`config.mk`:
```
export PLATFORM = sky130hd
export DESIGN_NAME = json_comment_blanker
export DESIGN_NICKNAME = d
export VERILOG_FILES = /design/src/hw/rtl/jcb_pkg.sv /design/src/hw/rtl/jcb_scan.sv /design/src/hw/rtl/jcb_outq.sv /design/src/hw/rtl/json_comment_blanker.sv
export SDC_FILE = /design/constraint.sdc
export NUM_CORES = 1
export LEC_CHECK = 0
export BUFFER_PORTS_ARGS = -buffer_cell sky130_fd_sc_hd__buf_2
export CAP_MARGIN = 20
export CORE_ASPECT_RATIO = 2
export CORE_MARGIN = 3
export CORE_UTILIZATION = 60
export CTS_BUF_LIST = sky130_fd_sc_hd__clkbuf_4 sky130_fd_sc_hd__clkbuf_8
export DETAILED_ROUTE_END_ITERATION = 10
export PLACE_DENSITY = 0.81
export SKIP_CTS_REPAIR_TIMING = 1
export SYNTH_ARGS = -nofsm -noshare
export SYNTH_HDL_FRONTEND = slang
export SYNTH_SLANG_ARGS = --single-unit
```
`constraint.sdc`:
```
create_clock -name clk -period 3.76 [get_ports clk]
set_input_delay 1.128 -clock clk [delete_from_list [all_inputs] [get_ports clk]]
set_output_delay 1.128 -clock clk [all_outputs]
set_load 0.02 [all_outputs]
```
`src/hw/rtl/jcb_pkg.sv`:
```
// Shared types and byte codes for the JSON comment blanker.
// Used by jcb_scan, jcb_outq and json_comment_blanker; depends on nothing.
`timescale 1ns / 1ps

package jcb_pkg;

	localparam logic [7:0] CH_SLASH     = 8'h2F;
	localparam logic [7:0] CH_STAR      = 8'h2A;
	localparam logic [7:0] CH_NEWLINE   = 8'h0A;
	localparam logic [7:0] CH_SPACE     = 8'h20;
	localparam logic [7:0] CH_QUOTE     = 8'h22;
	localparam logic [7:0] CH_BACKSLASH = 8'h5C;

	typedef enum logic [1:0] {
		MODE_NORMAL,
		MODE_STRING,
		MODE_LINE,
		MODE_BLOCK
	} scan_mode_t;

	// One released item
	typedef struct packed {
		logic [7:0] data;
		logic       last;
	} res_t;

	// Items handed from the scanner to the output queue in the same cycle
	typedef struct packed {
		logic [1:0] count;
		res_t       r0;
		res_t       r1;
	} push_t;

endpackage

```
`src/hw/rtl/jcb_scan.sv`:
```
// Input register and comment scanner: decides the held byte against the next one.
// Depends on jcb_pkg; feeds jcb_outq through a push_t group.
`timescale 1ns / 1ps

module jcb_scan (
	input  logic          clk,
	input  logic          arst_n,
	input  logic          in_valid,
	output logic          in_stall,
	input  logic [7:0]    in_byte,
	input  logic          in_last,
	input  logic [1:0]    free,
	output jcb_pkg::push_t push
);
	import jcb_pkg::*;

	logic       valid_s1;
	logic [7:0] byte_s1;
	logic       last_s1;

	scan_mode_t mode_q;
	logic [7:0] held_q;
	logic       held_valid_q;
	logic       pwb_q;
	logic       blank_q;

	scan_mode_t mode_d;
	logic [7:0] v;
	logic       blank_d;
	logic       blank_eff;
	logic [7:0] fb;
	logic [1:0] need_n;
	logic       proc;
	logic       in_acc;

	always_comb begin
		v       = held_q;
		mode_d  = mode_q;
		blank_d = 1'b0;
		if (blank_q) begin
			v = CH_SPACE;
		end else begin
			case (mode_q)
				MODE_LINE: begin
					if (held_q == CH_NEWLINE) mode_d = MODE_NORMAL;
					else v = CH_SPACE;
				end
				MODE_BLOCK: begin
					v = CH_SPACE;
					if (held_q == CH_STAR && byte_s1 == CH_SLASH) begin
						blank_d = 1'b1;
						mode_d  = MODE_NORMAL;
					end
				end
				MODE_STRING: begin
					if (held_q == CH_QUOTE && !pwb_q) mode_d = MODE_NORMAL;
				end
				default: begin
					if (held_q == CH_QUOTE) begin
						mode_d = MODE_STRING;
					end else if (held_q == CH_SLASH) begin
						if (byte_s1 == CH_SLASH) begin
							v       = CH_SPACE;
							blank_d = 1'b1;
							mode_d  = MODE_LINE;
						end else if (byte_s1 == CH_STAR) begin
							v       = CH_SPACE;
							blank_d = 1'b1;
							mode_d  = MODE_BLOCK;
						end
					end
				end
			endcase
		end

		// the final byte blanks only when it completes a two-byte mark begun by the held byte
		blank_eff = held_valid_q ? blank_d : blank_q;
		fb        = blank_eff ? CH_SPACE : byte_s1;
		need_n    = {1'b0, held_valid_q} + {1'b0, last_s1};
		proc      = valid_s1 && (need_n <= free);
		in_stall  = valid_s1 && !proc;
		in_acc    = in_valid && !in_stall;

		push.count = proc ? need_n : 2'd0;
		push.r1    = '{data: fb, last: 1'b1};
		push.r0    = held_valid_q ? res_t'{data: v, last: 1'b0} : push.r1;
	end

	always_ff @(posedge clk or negedge arst_n) begin
		if (!arst_n) begin
			valid_s1 <= 1'b0;
		end else if (in_acc) begin
			valid_s1 <= 1'b1;
		end else if (proc) begin
			valid_s1 <= 1'b0;
		end
	end

	always_ff @(posedge clk) begin
		if (in_acc) begin
			byte_s1 <= in_byte;
			last_s1 <= in_last;
		end
	end

	always_ff @(posedge clk or negedge arst_n) begin
		if (!arst_n) begin
			mode_q       <= MODE_NORMAL;
			held_q       <= 8'h00;
			held_valid_q <= 1'b0;
			pwb_q        <= 1'b0;
			blank_q      <= 1'b0;
		end else if (proc) begin
			if (last_s1) begin
				// end of stream: start afresh
				mode_q       <= MODE_NORMAL;
				held_q       <= 8'h00;
				held_valid_q <= 1'b0;
				pwb_q        <= 1'b0;
				blank_q      <= 1'b0;
			end else begin
				if (held_valid_q) begin
					mode_q  <= mode_d;
					blank_q <= blank_d;
					pwb_q   <= (v == CH_BACKSLASH);
				end
				held_q       <= byte_s1;
				held_valid_q <= 1'b1;
			end
		end
	end

endmodule

```
`src/hw/rtl/jcb_outq.sv`:
```
// Two-entry output queue: takes up to two items a cycle, releases one.
// Depends on jcb_pkg; fed by jcb_scan.
`timescale 1ns / 1ps

module jcb_outq (
	input  logic          clk,
	input  logic          arst_n,
	input  jcb_pkg::push_t push,
	output logic [1:0]    free,
	output logic          out_valid,
	input  logic          out_stall,
	output logic [7:0]    out_byte,
	output logic          out_last
);
	import jcb_pkg::*;

	logic [1:0] cnt_q;
	res_t       e0_q;
	res_t       e1_q;

	logic       deq;
	logic [1:0] cnt_a;
	logic [1:0] cnt_n;
	res_t       e0_n;
	res_t       e1_n;

	always_comb begin
		deq   = (cnt_q != 2'd0) && !out_stall;
		cnt_a = 2'(cnt_q - {1'b0, deq});
		free  = 2'(2'd2 - cnt_a);
		e0_n  = deq ? e1_q : e0_q;
		e1_n  = e1_q;
		if (push.count != 2'd0) begin
			if (cnt_a == 2'd0) begin
				e0_n = push.r0;
				e1_n = push.r1;
			end else begin
				e1_n = push.r0;
			end
		end
		cnt_n = 2'(cnt_a + push.count);
	end

	always_ff @(posedge clk or negedge arst_n) begin
		if (!arst_n) begin
			cnt_q <= 2'd0;
		end else begin
			cnt_q <= cnt_n;
		end
	end

	always_ff @(posedge clk) begin
		e0_q <= e0_n;
		e1_q <= e1_n;
	end

	assign out_valid = (cnt_q != 2'd0);
	assign out_byte  = e0_q.data;
	assign out_last  = e0_q.last;

endmodule

```
`src/hw/rtl/json_comment_blanker.sv`:
```
// Top level of the JSON comment blanker: scanner plus output queue.
// Depends on jcb_pkg, jcb_scan and jcb_outq.
`timescale 1ns / 1ps
//
// Text enters one byte per item on the input channel (in_valid, in_stall,
// in_byte, in_last) and leaves, with the same length, on the output channel
// (out_valid, out_stall, out_byte, out_last). Comment bytes outside strings
// leave as spaces, but a stream's final byte is blanked only when it completes
// a comment mark begun by the held byte. Each byte is held until the next one
// arrives, so an item releases the byte before it; an item with in_last set
// also releases itself and marks it with out_last. An item is registered,
// scanned against the held byte and its results enter a two-entry output
// register queue, from whose head a released byte appears on the output.
// One item is accepted every cycle while out_stall stays low, including
// across the end of a stream; the queue's free space sets the figure when
// a final item yields two results and the receiver holds off.
// While out_stall is high the head item holds; the queue fills and then
// in_stall rises. Reset empties the queue and returns the scanner to plain
// text with nothing held.
//

module json_comment_blanker (
	input  logic       clk,
	input  logic       arst_n,
	input  logic       in_valid,
	output logic       in_stall,
	input  logic [7:0] in_byte,
	input  logic       in_last,
	output logic       out_valid,
	input  logic       out_stall,
	output logic [7:0] out_byte,
	output logic       out_last
);
	import jcb_pkg::*;

	push_t      push;
	logic [1:0] free;

	jcb_scan u_scan (
		.clk      (clk),
		.arst_n   (arst_n),
		.in_valid (in_valid),
		.in_stall (in_stall),
		.in_byte  (in_byte),
		.in_last  (in_last),
		.free     (free),
		.push     (push)
	);

	jcb_outq u_outq (
		.clk       (clk),
		.arst_n    (arst_n),
		.push      (push),
		.free      (free),
		.out_valid (out_valid),
		.out_stall (out_stall),
		.out_byte  (out_byte),
		.out_last  (out_last)
	);

endmodule
```
## Yosys cells after proc, flatten, opt, wreduce, memory -nomap -nowiden

Cells that the tools add are included.

| operators by class | value |
|---|---|
| add/sub/neg operators | 4 |
| multiply operators | 0 |
| divide/modulo/power cells | 0 |
| order comparisons | 1 |
| equal/unequal tests | 14 |
| shift-type cells | 0 |
| mux-type cells | 40 |
| bitwise logic cells | 0 |
| reductions and logical operators | 20 |

Operator list:

| kind | number |
|---|---|
| 8-bit two-way mux | 8 |
| 9-bit two-way mux | 5 |
| 8-bit by 6-bit equality test with 1-bit output, second input constant | 5 |
| 8-bit case mux with 3 select lines | 1 |
| 2-bit two-way mux | 11 |
| 1-bit two-way mux | 13 |
| 3-bit by 1-bit != test with 1-bit output, second input constant | 3 |
| 8-bit by 4-bit equality test with 1-bit output, second input constant | 1 |
| 8-bit by 7-bit equality test with 1-bit output, second input constant | 1 |
| 8-bit AND reduction | 1 |
| 2-bit nonzero test | 4 |
| 7-bit nonzero test | 1 |
| 1-bit logical AND | 6 |
| 2-bit case mux with 3 select lines | 1 |
| 6-bit nonzero test | 1 |
| 2-bit equality test, second input constant | 2 |
| 1-bit logical NOT | 4 |
| 1-bit by 1-bit adder with 2-bit output | 1 |
| 2-bit adder | 1 |
| 2-bit by 1-bit equality test with 1-bit output, second input constant | 1 |
| 2-bit <= comparator | 1 |
| 2-bit logical NOT | 1 |
| 2-bit by 1-bit != test with 1-bit output, second input constant | 1 |
| 1-bit case mux with 2 select lines | 1 |
| other kinds (4) | 4 |

| storage, ports and cells | value |
|---|---|
| register bits after elaboration | 43 |
| bits in latches | 0 |
| bits in writable memories | 0 |
| memory bits (read-only) | 0 |
| bits of input ports | 13 |
| output and inout port bits | 11 |
| logic and storage cells | 92 |
| memories kept | 0 |

## Longest topological paths before layout

| depth | value |
|---|---|
| depth in word-level cells | 12 |
| gate-level depth with buffers | 11 |
| depth with buffers taken out | 9 |

## Cells and area by module

Synthesis repeated with hierarchy kept, for this count alone.

| second synthesis, totals | value |
|---|---|
| cell total of the unflattened synthesis | 278 |
| area, all modules | 2434.8 µm² |

Modules (own cells, without submodules):

| module | instances | cells an instance | area each (µm²) |
|---|---|---|---|
| jcb_scan | 1 | 176 | 1502.7 |
| jcb_outq | 1 | 102 | 932.1 |

## Worst setup path before layout

No wires, ideal clock.

| timing | value |
|---|---|
| path type | input -> output |
| start | input out_stall |
| end | output in_stall |
| arrival time | 2576 ps |
| slack | 56 ps |
| stages | 7 |
| path buffers | 0 |
| cells stage by stage | nor3b_1 nor2_1 ha_1 ha_1 nand2b_1 a221o_1 inv_1 |

| between the ends | value |
|---|---|
| longest elaborated chain between the ends | 8 |

Ends and longest elaborated chain:

| what | RTL line | source |
|---|---|---|
| start: declaration | json_comment_blanker.sv:30 | `input logic out_stall,` |
| 1-bit logical NOT | jcb_outq.sv:28 | `deq = (cnt_q != 2'd0) && !out_stall;` |
| 1-bit logical AND | jcb_outq.sv:28 |  |
| 2-bit by 1-bit subtractor with 2-bit output | jcb_outq.sv:29 | `cnt_a = 2'(cnt_q - {1'b0, deq});` |
| 2-bit subtractor | jcb_outq.sv:30 | `free = 2'(2'd2 - cnt_a);` |
| 2-bit <= comparator | jcb_scan.sv:80 | `proc = valid_s1 && (need_n <= free);` |
| 1-bit logical AND | jcb_scan.sv:80 |  |
| 1-bit logical NOT | jcb_scan.sv:81 | `in_stall = valid_s1 && !proc;` |
| 1-bit logical AND | jcb_scan.sv:81 |  |
| end: declaration | json_comment_blanker.sv:26 | `output logic in_stall,` |

Every way passes these cells.

## Worst setup path after layout

Ends and elaborated chain as after synthesis.

==> impl_results.md <==
* # clock sinks at 43
* Post-synth top area cell: sky130_fd_sc_hd__edfxtp_1
* Area growth from synthesis to final layout at 17.6%
* Worst setup path start: out_stall
* Number of cells after detailed placement at 292
* Class of the most critical setup path: in -> out
* Maximum frequency from static timing analysis at 266 MHz
* Average detailed-routed wire length per instance at 16.3 um
* Top cells by area, synth: sky130_fd_sc_hd__edfxtp_1 24%, sky130_fd_sc_hd__dfrtp_1 18%, sky130_fd_sc_hd__dfxtp_1 8.0%, sky130_fd_sc_hd__nand2_1 4.8%, sky130_fd_sc_hd__o21ai_0 3.8%
* Warnings, synthesis at 0
* Number of endpoints with negative hold slack in the final report at 0
* Last weighted congestion value of the routability-driven placer at about 0.89
* Post-detailed-placement cell area at 0.00245 mm^2
* Sequential fraction of the synthesis area at roughly half
* Number of antenna violations at the first check in global routing at 0
* Final Non-Filler Cells at around 300
* Syn avg cell area at between 10 and 15 um^2
* Final-report setup violation count at 0
* Setup repair after global routing missed its margin: true
* Clock tree buffer depth at 2
* Capturing element of the worst setup path: in_stall
* Drt initial violations at 49
* Number of I/O port buffers at 23
* Final critical-path required period at 3760 ps
* Number of global-route vias before repair at 1822
* Distinct cells, synth at 54
* Starting density of the core at 64.6%
* Maximum fanout along the worst path at 4
* Origin of the critical flop-to-flop path: u_outq.cnt_q[0]
* Clock tree from TritonCTS: done
* Fill cells at 266
* Count of cells along the worst register-to-register path at 11
* DRC errors left at 0
* Slew at the pin with the worst max-slew slack at 950 ps
* Overflow after GRT at 0
* Worst slack at placement at -162 ps
* Final slew viol count at 0
* Die boundary width at ~50 um
* H-tree depth reported by CTS at 2
* CTS Buf Count at 5
* Setup ws final at between 3 and 4 ps
* Capture point of the worst reg-to-reg path: u_outq.out_byte[0]
* Largest net degree at the start of global routing at 23
* Detailed placer's ending HPWL at 3.65 mm
* Setup slack of the most critical reg-to-reg path at 1140 ps
* Top cell type's share of synthesized area at 24.0%
* Final-layout setup total negative slack at 0 ps
* Result of the run: finished, final reports clean
* FF+latch count, synth at 43
* Tcrit/Tclk final at between 90 and 100%
* Ratio of cells with drive above 1 in the final layout at 23.2%
* Number of primary I/O pins at 24
* Post-detailed-routing wire length at 4.91 mm
* Startpoint type of the worst setup path: primary input
* Overall track demand over capacity in global routing at 23.5%
* Post-layout net count at about 270
* Worst Path Required at roughly 2600 ps
* Iteration count of the initial detailed-routing pass at 4
* Number of enable-type register cells in the synthesized netlist at 18
* Max-capacitance violation count at 0
* Commonest cells in the synthesized netlist: 29 x sky130_fd_sc_hd__nand2_1, 18 x sky130_fd_sc_hd__edfxtp_1, 17 x sky130_fd_sc_hd__o21ai_0
* Clock network latency to the later pin of the worst-skew pair at a little under 300 ps
* Std cell rows at 30
* Start point of the worst min-delay path: u_scan.pwb_q
* Skew final at a little over 8 ps
* Prevailing post-synth register cell: sky130_fd_sc_hd__edfxtp_1
* Most instantiated library cell after synthesis: sky130_fd_sc_hd__nand2_1
* Die footprint at 0.00457 mm^2
* Die boundary height at 92.7 um
* Cell count after synthesis at 223
* Post-Synthesis Cell Area at 0.00225 mm^2
* Final std cell area, no fill at 0.00265 mm^2
* Post-route worst hold slack at 534 ps
* Routed vias/inst at 6.01
* Via count at 1815
* Power, Total at approximately 2.6 mW
* Core Util, Final at between 70% and 80%
* Total power per unit cell area at 962 mW/mm^2
* Peak ir drop on the vdd network at 0.643 mV
* Leak pwr at 1.14 nW
* Root buf cell: sky130_fd_sc_hd__clkbuf_8
* Antenna fix cells at 0
* Type of element capturing the critical path: output pin
* First-pass GRT wire length at 8.16 mm
* Clock edge transition at the registers on the reported setup and hold paths at 80 ps
* Routed Antenna Nets at 0
* Hold WC Path Type: reg -> reg
* Data arrival, critical path at 2630 ps
* Syn nets at about 240
* Proportion of register bits with asynchronous set or reset after synthesis at 37.2%
* Relative slew slack at 36.5%
* Placeable core area at 0.00349 mm^2
==> metal layers <==
metal  part of all wire [%]  vias up  wire length (um)  track usage [%]
met5                      0        -                 0                0
met4                    2.5        0               125             12.6
met3                    4.8       12               235             4.67
met2                     55       62              2720             43.2
met1                     37      856              1830             24.3
li1                       -      885                 -                -
==> critical path, cell delays in order <==
cell and delay [ps]:
sky130_fd_sc_hd__buf_8 100, sky130_fd_sc_hd__nor3b_4 240, sky130_fd_sc_hd__nor2_4 80, sky130_fd_sc_hd__ha_4 230
sky130_fd_sc_hd__ha_4 280, sky130_fd_sc_hd__nand2b_4 50, sky130_fd_sc_hd__a221o_1 330, sky130_fd_sc_hd__inv_1 70
sky130_fd_sc_hd__buf_6 110
==> layout make-up <==
cell class                 instances  area (um^2)  share of cell area, %
inverter                           8         30.0                   1.13
tap                               48         60.1                   2.26
timing repair buffer              32          199                   7.50
sequential                        43         1120                   42.3
multi-input combinational        163         1120                   42.4
clock inverter                     2         35.0                   1.32
clock buffer                       6         82.6                   3.11
==> state kept, by name (all words and copies together), names as in the netlist <==
register / count
u_outq.out_byte: 8
u_scan.pwb_q: 1
u_scan.last_s1: 1
u_scan.byte_s1: 8
u_scan.valid_s1: 1
u_scan.blank_q: 1
u_outq.out_last: 1
u_scan.held_valid_q: 1
u_outq.cnt_q: 2
u_scan.held_q: 8
u_outq.e1_q: 9
u_scan.mode_q: 2
==> cells by family (layout without fill, tap and decap cells) <==
logic type | Yosys count | after routing | share of synthesized area, %
fa+ha+maj | 5 | 5 | 2.77
xor+xnor | 4 | 4 | 1.55
compound gates | 57 | 57 | 18.1
flops | 43 | 43 | 49.7
mux | 9 | 9 | 4.22
simple gates | 88 | 88 | 20.8
buf+inv | 17 | 48 | 2.83
==> power by group <==
part           leakage, nW  internal [mW]  switching [mW]
registers            0.455          0.738           0.146
logic                0.627          0.556           0.747
clock network       0.0612          0.215           0.151
==> placed cells by master, fill, tap and decap left out, drive strengths merged, types with 5 or more instances in the layout <==
master / count
nor2: 14
dfrtp: 16
ha: 5
a21oi: 5
a21o: 5
o21ai: 19
nand2: 29
buf: 32
clkbuf: 6
inv: 6
nor3: 6
mux2i: 5
nand3: 5
o31ai: 5
edfxtp: 18
dfxtp: 9
==> worst min path at each step <==
stage | cells past startpoint | endpoint
after CTS | 2 | u_scan.pwb_q
after global routing | 2 | u_scan.pwb_q
after detailed placement | 2 | u_scan.pwb_q
after floorplan | 2 | u_scan.pwb_q
final | 2 | u_scan.pwb_q
after global placement | 2 | u_scan.pwb_q
Power figures use the tool's default switching activity.
